$ cat src/rtl/lrc_timestamp_tag_parser_assert.svh
// ----------------------------------------------------------------------------
// lrc_timestamp_tag_parser_assert.svh
// Assertion macros shared by the timestamp tag parser modules. Each macro
// samples on clk and is disabled while rst_n is low.
// ----------------------------------------------------------------------------
`ifndef LRC_TIMESTAMP_TAG_PARSER_ASSERT_SVH
`define LRC_TIMESTAMP_TAG_PARSER_ASSERT_SVH
`ifndef NO_ASSERTIONS
`define LRC_ASSERT_IMP(label, ante, cons) \
  label: assert property (@(posedge clk) disable iff (!rst_n) (ante) |-> (cons)) \
    else $error("lrc timestamp tag parser: assertion failed");
`define LRC_ASSERT_NXT(label, ante, cons) \
  label: assert property (@(posedge clk) disable iff (!rst_n) (ante) |=> (cons)) \
    else $error("lrc timestamp tag parser: assertion failed");
`else
`define LRC_ASSERT_IMP(label, ante, cons)
`define LRC_ASSERT_NXT(label, ante, cons)
`endif
`endif

$ cat src/rtl/lrc_pkg.sv
// ----------------------------------------------------------------------------
// lrc_pkg
// Widths, character codes, limits and the finish beat type of the lyric
// timestamp tag parser.
// ----------------------------------------------------------------------------
package lrc_pkg;

  localparam int CH_W     = 8;
  localparam int MIN_W    = 10;
  localparam int SEC_W    = 6;
  localparam int FRAC_W   = 10;
  localparam int FCNT_W   = 2;
  localparam int SECS_W   = 16;
  localparam int MS_W     = 10;
  localparam int T_W      = 26;
  localparam int MICROS_W = 36;

  localparam logic [CH_W-1:0] CH_LBRACK = 8'h5B;
  localparam logic [CH_W-1:0] CH_RBRACK = 8'h5D;
  localparam logic [CH_W-1:0] CH_COLON  = 8'h3A;
  localparam logic [CH_W-1:0] CH_DOT    = 8'h2E;
  localparam logic [CH_W-1:0] CH_ZERO   = 8'h30;
  localparam logic [CH_W-1:0] CH_NINE   = 8'h39;

  localparam logic [MIN_W-1:0]  MAX_MINUTES     = 10'd999;
  localparam logic [MIN_W-1:0]  MIN_SAT         = 10'd1000;
  localparam logic [SEC_W-1:0]  SECONDS_LIMIT   = 6'd60;
  localparam logic [FCNT_W-1:0] MAX_FRAC_DIGITS = 2'd3;

  localparam logic [SECS_W-1:0]   SEC_PER_MIN = 16'd60;
  localparam logic [T_W-1:0]      MS_PER_S    = 26'd1000;
  localparam logic [MICROS_W-1:0] US_PER_MS   = 36'd1000;
  localparam logic [MICROS_W-1:0] MAX_MICROS  = 36'd59999999000;

  typedef struct packed {
    logic              ok;
    logic [SECS_W-1:0] secs;
    logic [MS_W-1:0]   ms;
  } lrc_fin_t;

endpackage

$ cat src/rtl/lrc_tag_parse.sv
// ----------------------------------------------------------------------------
// lrc_tag_parse
// Per-byte tag scanner: phase, field accumulators and reject flag. On a
// closing bracket or a last byte it forms the finish beat (seconds total and
// milliseconds) and returns to its reset state.
// ----------------------------------------------------------------------------
`include "lrc_timestamp_tag_parser_assert.svh"

module lrc_tag_parse (
  input  logic                      clk,
  input  logic                      rst_n,
  input  logic                      take,
  input  logic [lrc_pkg::CH_W-1:0]  ch,
  input  logic                      last,
  output logic                      fin_valid,
  output lrc_pkg::lrc_fin_t         fin
);
  import lrc_pkg::*;

  localparam logic [1:0] PH_OPEN = 2'd0;
  localparam logic [1:0] PH_MIN  = 2'd1;
  localparam logic [1:0] PH_SEC  = 2'd2;
  localparam logic [1:0] PH_FRAC = 2'd3;

  logic [1:0]        phase_r, phase_nxt;
  logic [MIN_W-1:0]  minute_r, minute_nxt;
  logic [SEC_W-1:0]  second_r, second_nxt;
  logic [FRAC_W-1:0] frac_r, frac_nxt;
  logic [FCNT_W-1:0] fcount_r, fcount_nxt;
  logic              has_digit_r, has_digit_nxt;
  logic              rejected_r, rejected_nxt;

  logic              is_digit;
  logic [3:0]        digit;
  logic [13:0]       min_prod;
  logic [9:0]        sec_prod;
  logic [FRAC_W-1:0] frac_prod;
  logic              closing;
  logic              emit;
  logic              ok;
  logic [MS_W-1:0]   ms_raw;
  logic [SECS_W-1:0] secs_raw;

  assign is_digit  = (ch >= CH_ZERO) && (ch <= CH_NINE);
  assign digit     = is_digit ? 4'(ch - CH_ZERO) : 4'd0;
  assign min_prod  = 14'(minute_r) * 14'd10 + 14'(digit);
  assign sec_prod  = 10'(second_r) * 10'd10 + 10'(digit);
  assign frac_prod = frac_r * 10'd10 + 10'(digit);
  assign closing   = (ch == CH_RBRACK) && (phase_r != PH_OPEN);
  assign emit      = (ch == CH_RBRACK) || last;

  always_comb begin
    phase_nxt     = phase_r;
    minute_nxt    = minute_r;
    second_nxt    = second_r;
    frac_nxt      = frac_r;
    fcount_nxt    = fcount_r;
    has_digit_nxt = has_digit_r;
    rejected_nxt  = rejected_r;
    if (take) begin
      if (emit) begin
        phase_nxt     = PH_OPEN;
        minute_nxt    = '0;
        second_nxt    = '0;
        frac_nxt      = '0;
        fcount_nxt    = '0;
        has_digit_nxt = 1'b0;
        rejected_nxt  = 1'b0;
      end else if (!rejected_r) begin
        unique case (phase_r)
          PH_OPEN: begin
            if (ch == CH_LBRACK) phase_nxt = PH_MIN;
            else rejected_nxt = 1'b1;
          end
          PH_MIN: begin
            if (is_digit) begin
              minute_nxt    = (min_prod > 14'(MIN_SAT)) ? MIN_SAT : MIN_W'(min_prod);
              has_digit_nxt = 1'b1;
            end else if (ch == CH_COLON && has_digit_r) begin
              phase_nxt     = PH_SEC;
              has_digit_nxt = 1'b0;
            end else begin
              rejected_nxt = 1'b1;
            end
          end
          PH_SEC: begin
            if (is_digit) begin
              second_nxt    = (sec_prod > 10'(SECONDS_LIMIT)) ? SECONDS_LIMIT
                                                               : SEC_W'(sec_prod);
              has_digit_nxt = 1'b1;
            end else if (ch == CH_DOT && has_digit_r) begin
              phase_nxt = PH_FRAC;
            end else begin
              rejected_nxt = 1'b1;
            end
          end
          PH_FRAC: begin
            if (is_digit && fcount_r < MAX_FRAC_DIGITS) begin
              frac_nxt   = frac_prod;
              fcount_nxt = fcount_r + 2'd1;
            end else begin
              rejected_nxt = 1'b1;
            end
          end
        endcase
      end
    end
  end

  always_comb begin
    case (fcount_r)
      2'd1:    ms_raw = frac_r * 10'd100;
      2'd2:    ms_raw = frac_r * 10'd10;
      2'd3:    ms_raw = frac_r;
      default: ms_raw = '0;
    endcase
  end

  assign secs_raw = SECS_W'(minute_r) * SEC_PER_MIN + SECS_W'(second_r);

  assign ok = closing && !rejected_r && (phase_r == PH_SEC || phase_r == PH_FRAC)
              && has_digit_r && (minute_r <= MAX_MINUTES) && (second_r < SECONDS_LIMIT)
              && !(phase_r == PH_FRAC && fcount_r == '0);

  assign fin_valid = take && emit;
  assign fin.ok    = ok;
  assign fin.secs  = ok ? secs_raw : '0;
  assign fin.ms    = ok ? ms_raw : '0;

  always_ff @(posedge clk) begin
    if (!rst_n) begin
      phase_r     <= PH_OPEN;
      minute_r    <= '0;
      second_r    <= '0;
      frac_r      <= '0;
      fcount_r    <= '0;
      has_digit_r <= 1'b0;
      rejected_r  <= 1'b0;
    end else begin
      phase_r     <= phase_nxt;
      minute_r    <= minute_nxt;
      second_r    <= second_nxt;
      frac_r      <= frac_nxt;
      fcount_r    <= fcount_nxt;
      has_digit_r <= has_digit_nxt;
      rejected_r  <= rejected_nxt;
    end
  end

  `LRC_ASSERT_IMP(a_open_clean, phase_r == PH_OPEN, minute_r == '0 && has_digit_r == 1'b0 && fcount_r == '0)
  `LRC_ASSERT_IMP(a_frac_phase, fcount_r != '0, phase_r == PH_FRAC)
  `LRC_ASSERT_IMP(a_acc_sat, 1'b1, minute_r <= MIN_SAT && second_r <= SECONDS_LIMIT)

endmodule

$ cat src/rtl/lrc_time_scale.sv
// ----------------------------------------------------------------------------
// lrc_time_scale
// Three-register result pipeline: holds the finish beat, scales seconds to
// milliseconds, then milliseconds to microseconds into the output register.
// ----------------------------------------------------------------------------
`include "lrc_timestamp_tag_parser_assert.svh"

module lrc_time_scale (
  input  logic                          clk,
  input  logic                          rst_n,
  input  logic                          fin_valid,
  input  lrc_pkg::lrc_fin_t             fin,
  output logic                          fin_ready,
  input  logic                          out_stall,
  output logic                          out_valid,
  output logic                          out_valid_res,
  output logic [lrc_pkg::MICROS_W-1:0]  out_micros
);
  import lrc_pkg::*;

  logic                v1_r, v1_nxt;
  lrc_fin_t            s1_r;
  logic                v2_r, v2_nxt;
  logic                ok2_r;
  logic [T_W-1:0]      t2_r;
  logic [T_W-1:0]      t2_nxt;
  logic                vo_r, vo_nxt;
  logic                res_r;
  logic [MICROS_W-1:0] micros_r;
  logic [MICROS_W-1:0] micros_nxt;
  logic                rdy2, rdy3;

  assign rdy3      = !vo_r || !out_stall;
  assign rdy2      = !v2_r || rdy3;
  assign fin_ready = !v1_r || rdy2;

  assign v1_nxt = fin_ready ? fin_valid : v1_r;
  assign v2_nxt = rdy2 ? v1_r : v2_r;
  assign vo_nxt = rdy3 ? v2_r : vo_r;

  assign t2_nxt     = T_W'(s1_r.secs) * MS_PER_S + T_W'(s1_r.ms);
  assign micros_nxt = MICROS_W'(t2_r) * US_PER_MS;

  always_ff @(posedge clk) begin
    if (!rst_n) begin
      v1_r <= 1'b0;
      v2_r <= 1'b0;
      vo_r <= 1'b0;
    end else begin
      v1_r <= v1_nxt;
      v2_r <= v2_nxt;
      vo_r <= vo_nxt;
    end
  end

  always_ff @(posedge clk) begin
    if (fin_valid && fin_ready) s1_r <= fin;
    if (v1_r && rdy2) begin
      ok2_r <= s1_r.ok;
      t2_r  <= t2_nxt;
    end
    if (v2_r && rdy3) begin
      res_r    <= ok2_r;
      micros_r <= micros_nxt;
    end
  end

  assign out_valid     = vo_r;
  assign out_valid_res = res_r;
  assign out_micros    = micros_r;

  `LRC_ASSERT_NXT(a_s1_hold, v1_r && !rdy2, v1_r && $stable(s1_r))
  `LRC_ASSERT_IMP(a_s2_zero, v2_r && !ok2_r, t2_r == '0)
  `LRC_ASSERT_IMP(a_out_zero, vo_r && !res_r, micros_r == '0)
  `LRC_ASSERT_IMP(a_out_range, vo_r, micros_r <= MAX_MICROS)

endmodule

$ cat src/rtl/lrc_timestamp_tag_parser.sv
// ----------------------------------------------------------------------------
// lrc_timestamp_tag_parser
// Lyric timestamp tag parser: checks "[mm:ss]" or "[mm:ss.f]" one byte per
// beat and returns a valid flag and the time in microseconds per tag.
//
//   channel   direction  handshake          payload
//   in_       sink       in_valid/in_stall   in_ch[7:0], in_last
//   out_      source     out_valid/out_stall out_valid_res, out_micros[35:0]
//
// One byte per cycle while in_stall is low; the scanner updates its state on
// the accepted beat. A result passes through the finish register, the
// milliseconds multiply and the microseconds multiply to the output register.
// Reset clears the scanner state and all pipeline valid flags.
// in_stall rises only when all three result registers are full and out_stall
// holds the output.
// ----------------------------------------------------------------------------
module lrc_timestamp_tag_parser (
  input  logic                          clk,
  input  logic                          rst_n,
  input  logic                          in_valid,
  output logic                          in_stall,
  input  logic [lrc_pkg::CH_W-1:0]      in_ch,
  input  logic                          in_last,
  output logic                          out_valid,
  input  logic                          out_stall,
  output logic                          out_valid_res,
  output logic [lrc_pkg::MICROS_W-1:0]  out_micros
);
  import lrc_pkg::*;

  logic     take;
  logic     fin_valid;
  logic     fin_ready;
  lrc_fin_t fin;

  assign in_stall = !fin_ready;
  assign take     = in_valid && fin_ready;

  lrc_tag_parse u_parse (
    .clk       (clk),
    .rst_n     (rst_n),
    .take      (take),
    .ch        (in_ch),
    .last      (in_last),
    .fin_valid (fin_valid),
    .fin       (fin)
  );

  lrc_time_scale u_scale (
    .clk           (clk),
    .rst_n         (rst_n),
    .fin_valid     (fin_valid),
    .fin           (fin),
    .fin_ready     (fin_ready),
    .out_stall     (out_stall),
    .out_valid     (out_valid),
    .out_valid_res (out_valid_res),
    .out_micros    (out_micros)
  );

endmodule

$ cat config.mk
export PLATFORM = sky130hd
export DESIGN_NAME = lrc_timestamp_tag_parser
export DESIGN_NICKNAME = d
export VERILOG_FILES = /design/src/rtl/lrc_pkg.sv /design/src/rtl/lrc_tag_parse.sv /design/src/rtl/lrc_time_scale.sv /design/src/rtl/lrc_timestamp_tag_parser.sv
export VERILOG_INCLUDE_DIRS = /design/src /design/src/rtl
export SDC_FILE = /design/constraint.sdc
export NUM_CORES = 1
export LEC_CHECK = 0
export CORE_ASPECT_RATIO = 0.9
export CORE_MARGIN = 5
export CORE_UTILIZATION = 45
export DETAILED_ROUTE_END_ITERATION = 7
export DONT_BUFFER_PORTS = 1
export HOLD_SLACK_MARGIN = 0.12
export PLACE_DENSITY = 0.64
export SYNTH_ARGS = -nofsm -noshare
export SYNTH_HDL_FRONTEND = slang
export SYNTH_SLANG_ARGS = --single-unit
$ cat constraint.sdc
create_clock -name clk -period 13.4 [get_ports clk]
set_clock_uncertainty 0.1 [all_clocks]
set_input_delay 2.68 -clock clk [delete_from_list [all_inputs] [get_ports clk]]
set_output_delay 2.68 -clock clk [all_outputs]
set_load 0.005 [all_outputs]
# ---- Word-level counts from Yosys, hierarchy flattened
# Cells that the tools add are included.
# W data, S select, Z words.
dict set report op_classes {
  multipliers 7
  mux 43
  n_eq_ne 18
  magnitude_cmp 7
  n_reduce_logical 44
  add_sub_neg 7
}
# operator count
set ops {}
lappend ops {{$mux W10} 9}
lappend ops {{$mul A26 B7 Y33 const B} 1}
lappend ops {{$mux W6} 5}
lappend ops {{$pmux W10 S3} 1}
lappend ops {{$add A26 B10 Y26} 1}
lappend ops {{$mul A16 B7 Y23 const B} 1}
lappend ops {{$mux W2} 11}
lappend ops {{$add A10 B4 Y10} 2}
lappend ops {{$logic_and A1 B1 Y1} 17}
lappend ops {{$add A16 B6 Y16} 1}
lappend ops {{$eq A8 B6 Y1 const B} 2}
lappend ops {{$eq A8 B7 Y1 const B} 2}
lappend ops {{$add A14 B4 Y14} 1}
lappend ops {{$gt A14 B10 Y1 const B} 1}
lappend ops {{$mul A10 B4 Y14 const B} 1}
lappend ops {{$mul A10 B3 Y13 const B} 1}
lappend ops {{$mux W1} 13}
lappend ops {{$ne A3 B1 Y1 const B} 4}
lappend ops {{$reduce_and A4 Y1} 3}
lappend ops {{$reduce_bool A2 Y1} 6}
lappend ops {{$gt A10 B6 Y1 const B} 1}
lappend ops {{$le A10 B10 Y1 const B} 1}
lappend ops {{$mul A10 B3 Y9 const B} 1}
lappend ops {{$mul A10 B5 Y8 const B} 1}
lappend ops {{23 further kinds} 39}
dict set report totals {
  wordCells 143
  regBits 123
  out_inout_bits 39
  input_bits 13
}

# ---- Longest topological paths before layout
dict set report logic_depth {
  word_depth 10
  ltp_mapped 18
  mapped_depth_nobuf 18
}

# ---- By module
# Synthesis repeated with hierarchy kept, for this count alone.
dict set report unflattened {
  cells_unflattened 1446
  area_unflattened_um2 15108.2
}
# module cells_each seq_area_each_um2 area_each_um2 n_inst
set by_module_without_submodules {}
lappend by_module_without_submodules {lrc_time_scale 832 2702.6 9998.3 1}
lappend by_module_without_submodules {lrc_tag_parse 612 640.6 5099.9 1}
lappend by_module_without_submodules {lrc_timestamp_tag_parser 2 0.0 10.0 1}

# ---- Least setup slack after synthesis
# OpenSTA, ideal clock, no wires.
dict set report synth_path {
  kind {in2out}
  start {input out_stall}
  end {output in_stall}
  t_required_ns 10.620
  arrival_ns 2.998
  path_buffers 0
  setup_slack_ns 7.622
  cell_stages 3
  path_cell_list {and3_1 > nand2_1 > inv_1}
}
dict set report synth_via {
  elab_chain_cells 5
}
# element line
set synth_rtl {}
lappend synth_rtl {{from (decl)} lrc_timestamp_tag_parser.sv:25} ;# input logic out_stall,
lappend synth_rtl {{$logic_not A1 Y1} lrc_time_scale.sv:33} ;# assign rdy3 = !vo_r || !out_stall;
lappend synth_rtl {{$logic_or A1 B1 Y1} lrc_time_scale.sv:33}
lappend synth_rtl {{$logic_or A1 B1 Y1} lrc_time_scale.sv:34} ;# assign rdy2 = !v2_r || rdy3;
lappend synth_rtl {{$logic_or A1 B1 Y1} lrc_time_scale.sv:35} ;# assign fin_ready = !v1_r || rdy2;
lappend synth_rtl {{$logic_not A1 Y1} lrc_timestamp_tag_parser.sv:36} ;# assign in_stall = !fin_ready;
lappend synth_rtl {{to (decl)} lrc_timestamp_tag_parser.sv:21} ;# output logic in_stall,
# No other way between the ends.

# ---- Worst setup path in the final report
dict set report layout_path {
  start {register u_scale.t2_r[6]}
  end {register u_scale.micros_r[35] (netlist: u_scale.out_micros[35]), data pin}
}
dict set report layout_via {
  elab_chain_cells 1
}
# element line
set layout_rtl {}
lappend layout_rtl {{from (decl)} lrc_time_scale.sv:25} ;# logic [T_W-1:0] t2_r;
lappend layout_rtl {{from (signal assigned)} lrc_time_scale.sv:60} ;# t2_r <= t2_nxt;
lappend layout_rtl {{$mul A26 B7 Y33} lrc_time_scale.sv:42} ;# assign micros_nxt = MICROS_W'(t2_r) * US_PER_MS;
lappend layout_rtl {{net u_scale.micros_nxt[35]} lrc_time_scale.sv:30} ;# logic [MICROS_W-1:0] micros_nxt;
lappend layout_rtl {{to (signal assigned)} lrc_time_scale.sv:64} ;# micros_r <= micros_nxt;
lappend layout_rtl {{to (decl)} lrc_time_scale.sv:29} ;# logic [MICROS_W-1:0] micros_r;
# The timed path passes the listed nets, and every way through them passes these cells.
# A chain may end at the register's enable or synchronous reset.

==> summary.md <==
| Metric | Value |
|---|---|
| CTS sink count | `123` |
| Yosys reg bits | `123` |
| Initial antenna violation count | `0` |
| Setup TNS | `0 ps` |
| Critical Path Start Type | `flop` |
| Max-Cap Viols | `0` |
| Library cells used by synthesis | `79` |
| Setup bufs post-CTS | `0` |
| Crit path time final | `5900 ps` |
| Synth Flop Type | `edfxtp_1` |
| Nets@finish | `around 1800` |
| I/O Pins | `52` |
| Mapped Cells | `1393` |
| Clock transition at path regs | `60 ps` |
| Vias per cell | `5.33` |
| Die Width | `a little over 200 um` |
| Met2 Use GR | `0.275` |
| Share of cells above drive strength 1 | `0.0397` |
| Max rail drop VDD | `0.288 mV` |
| Power per cell area | `266 nW/um^2` |
| Critical Path RT | `13480 ps` |
| Std-Cell Rows | `between 60 and 70` |
| Hold-fix buffers, CTS | `0` |
| Max clock buf depth | `2` |
| GRT Total Usage | `0.162` |
| Kind of critical path | `reg -> reg` |
| Placed Area | `15300 sq um` |
| Synth area leaders | `fa_1 (24%), ha_1 (19%), edfxtp_1 (18%), dfxtp_1 (4.7%), xnor2_1 (4.7%)` |
| Seq/Total Area, Yosys | `0.226` |
| Drt first pass iters | `5` |
| Worst-Skew Late Latency | `420 ps` |
| Max frequency | `0.170 GHz` |
| Pre-CTS setup slack | `7460 ps` |
| LEAKAGE | `approximately 7.0 nW` |
| Hold Slack | `322 ps` |
| Layout area overhead | `7.23%` |
| Detail Placement HPWL | `23.4 mm` |
| RSZ-0062 raised after global routing | `false` |
| Total CTS buffers | `17` |
| Global-route track usage on met1 | `0.220` |
| Vias in the first global route | `10200` |
| Leading cell type in the layout, fill and taps excluded | `ha_1` |
| Fin crit share | `0.440` |
| Yosys top cell by area | `fa_1` |
| Final worst slack | `7500 ps` |
| Worst Path Arrival | `5980 ps` |
| Post-CTS sizing | `0` |
| Wirelength per Cell | `between 15 and 20 um` |
| Starting Density | `0.453` |
| CTS tree | `done` |
| Actual slew at the worst max-slew pin | `about 1100 ps` |
| Post-Syn Area | `roughly 15000 sq um` |
| Number of synthesized flops with an enable pin | `88` |
| Nature of the critical path endpoint | `flop` |
| ANT nets after route | `0` |
| Inserted Diodes | `0` |
| Core area | `32700 sq um` |
| Mean Syn Cell Area | `10.6 sq um` |
| Crit-path max FO | `6` |
| Asr flop ratio synth | `0` |
| Initial DRC Count | `455` |
| CTS Root Cell | `clkbuf_16` |
| Final hold vios | `0` |
| Number of port buffers | `0` |
| DR DRC count | `0` |
| Post-synth top area share | `0.236` |
| Status | `finished, final reports clean` |
| Die height | `182 um` |
| Most frequent cells in the layout | `ha_1 (221), fa_1 (175), inv_1 (166)` |
| Post-route cell area | `15900 sq um` |
| Die ar. | `36700 sq um` |
| Fin. max-slew vios | `0` |
| Total wire length | `~28 mm` |
| Yosys warns | `0` |
| H-tree levels | `4` |
| Via count | `9782` |
| Worst min path class | `reg -> reg` |
| Global-route wire length before repair | `49.5 mm` |
| Largest net degree at the start of global routing | `35` |
| Grt peak-use layer | `met2` |
| Relative slew slack | `0.283` |
| Met3 Usage GRT | `0.0284` |
| GRT overflow | `0` |
| Final GP Congestion | `about 0.85` |
| Final setup viols | `0` |
## layout make-up
cell class                      instances  area [sq um]
Inverter                              166           623
Sequential cell                       123          3340
Timing Repair Buffer                    3          22.5
Clock buffer                           17           425
Clock inverter                         15           151
Tap cell                              422           528
Fill cell                            2938         16800
Multi-Input combinational cell       1088         10800
## layer usage
layer	up-vias	part of all wire
li1	4881	-
met1	4773	0.47
met4	0	0.0074
met3	17	0.028
met5	-	0
met2	111	0.49
## flip-flops by register name (all words and copies together), names as in the netlist, 2 cells and up
name and flops:
u_parse.fcount_r 2, u_scale.out_micros 33, u_parse.minute_r 10, u_parse.frac_r 10
u_parse.phase_r 2, u_scale.s1_r 27, u_scale.t2_r 26, u_parse.second_r 6
## synthesized netlist by cell type, types with 13 or more instances
library cell / number
nand2_1: 58
a22oi_1: 13
dfxtp_1: 35
and2_1: 16
o21ai_0: 49
edfxtp_1: 88
fa_1: 175
ha_1: 221
a21boi_0: 15
a21oi_1: 68
a21o_1: 40
nand3_1: 18
nor2_1: 70
xor2_1: 30
nor3_1: 22
inv_1: 166
xnor2_1: 79
nand2b_1: 14
nor2b_1: 34
## logic make-up (layout without fill, tap and decap cells)
group	count (synthesis)	after routing	synth area share
adder cells (fa/ha/maj)	396	396	0.423
AND/OR/NAND/NOR	305	305	0.113
AO/OA/AOI/OAI	269	269	0.121
buffers and inverters	184	201	0.0474
flip-flops	123	123	0.226
XOR/XNOR	110	110	0.0659
multiplexers	5	5	0.00346
other	1	3	0.000253
## worst paths after layout
check / start / to / slack, ps / cells after the start
min reg2reg: u_scale.s1_r[1]$_SDFFCE_PN0P_ / u_scale.t2_r[1]$_DFFE_PP_ / 320 / 0
min: u_scale.s1_r[1]$_SDFFCE_PN0P_ / u_scale.t2_r[1]$_DFFE_PP_ / 320 / 0
max: u_scale.t2_r[6]$_DFFE_PP_ / u_scale.out_micros[35]$_DFFE_PP_ / 7500 / 14
max reg2reg: u_scale.t2_r[6]$_DFFE_PP_ / u_scale.out_micros[35]$_DFFE_PP_ / 7500 / 14
## power breakdown
part | switching (mW) | leakage, nW | internal (mW)
sequential | 0.0548 | 1.11 | 0.639
clock | 0.180 | 0.270 | 0.273
combinational | 1.69 | 5.62 | 1.39
## critical path: stages (launching register included)
cell      delay (ps)
edfxtp_1         540
fa_1             560
fa_1             520
fa_1             570
fa_1             420
ha_1             370
a21o_1           200
a21o_1           170
a221o_1          400
o311ai_1         630
a41oi_1          230
or4_1            480
a31o_1           240
a21oi_2          150
xnor2_1           70
## per-stage QoR
| step | utilization | total power [mW] | cells |
|---|---|---|---|
| 3_3_place_gp | 0.468 | 3.72 | 1802 |
| 6_report | 0.486 | 4.23 | 1834 |
| 5_1_grt | 0.486 | 4.69 | 1834 |
| 4_1_cts | 0.486 | 4.25 | 1834 |
| 3_5_place_dp | 0.468 | 3.78 | 1802 |
| 2_1_floorplan | - | 3.18 | 1395 |
(Power assumes the default switching activity.)
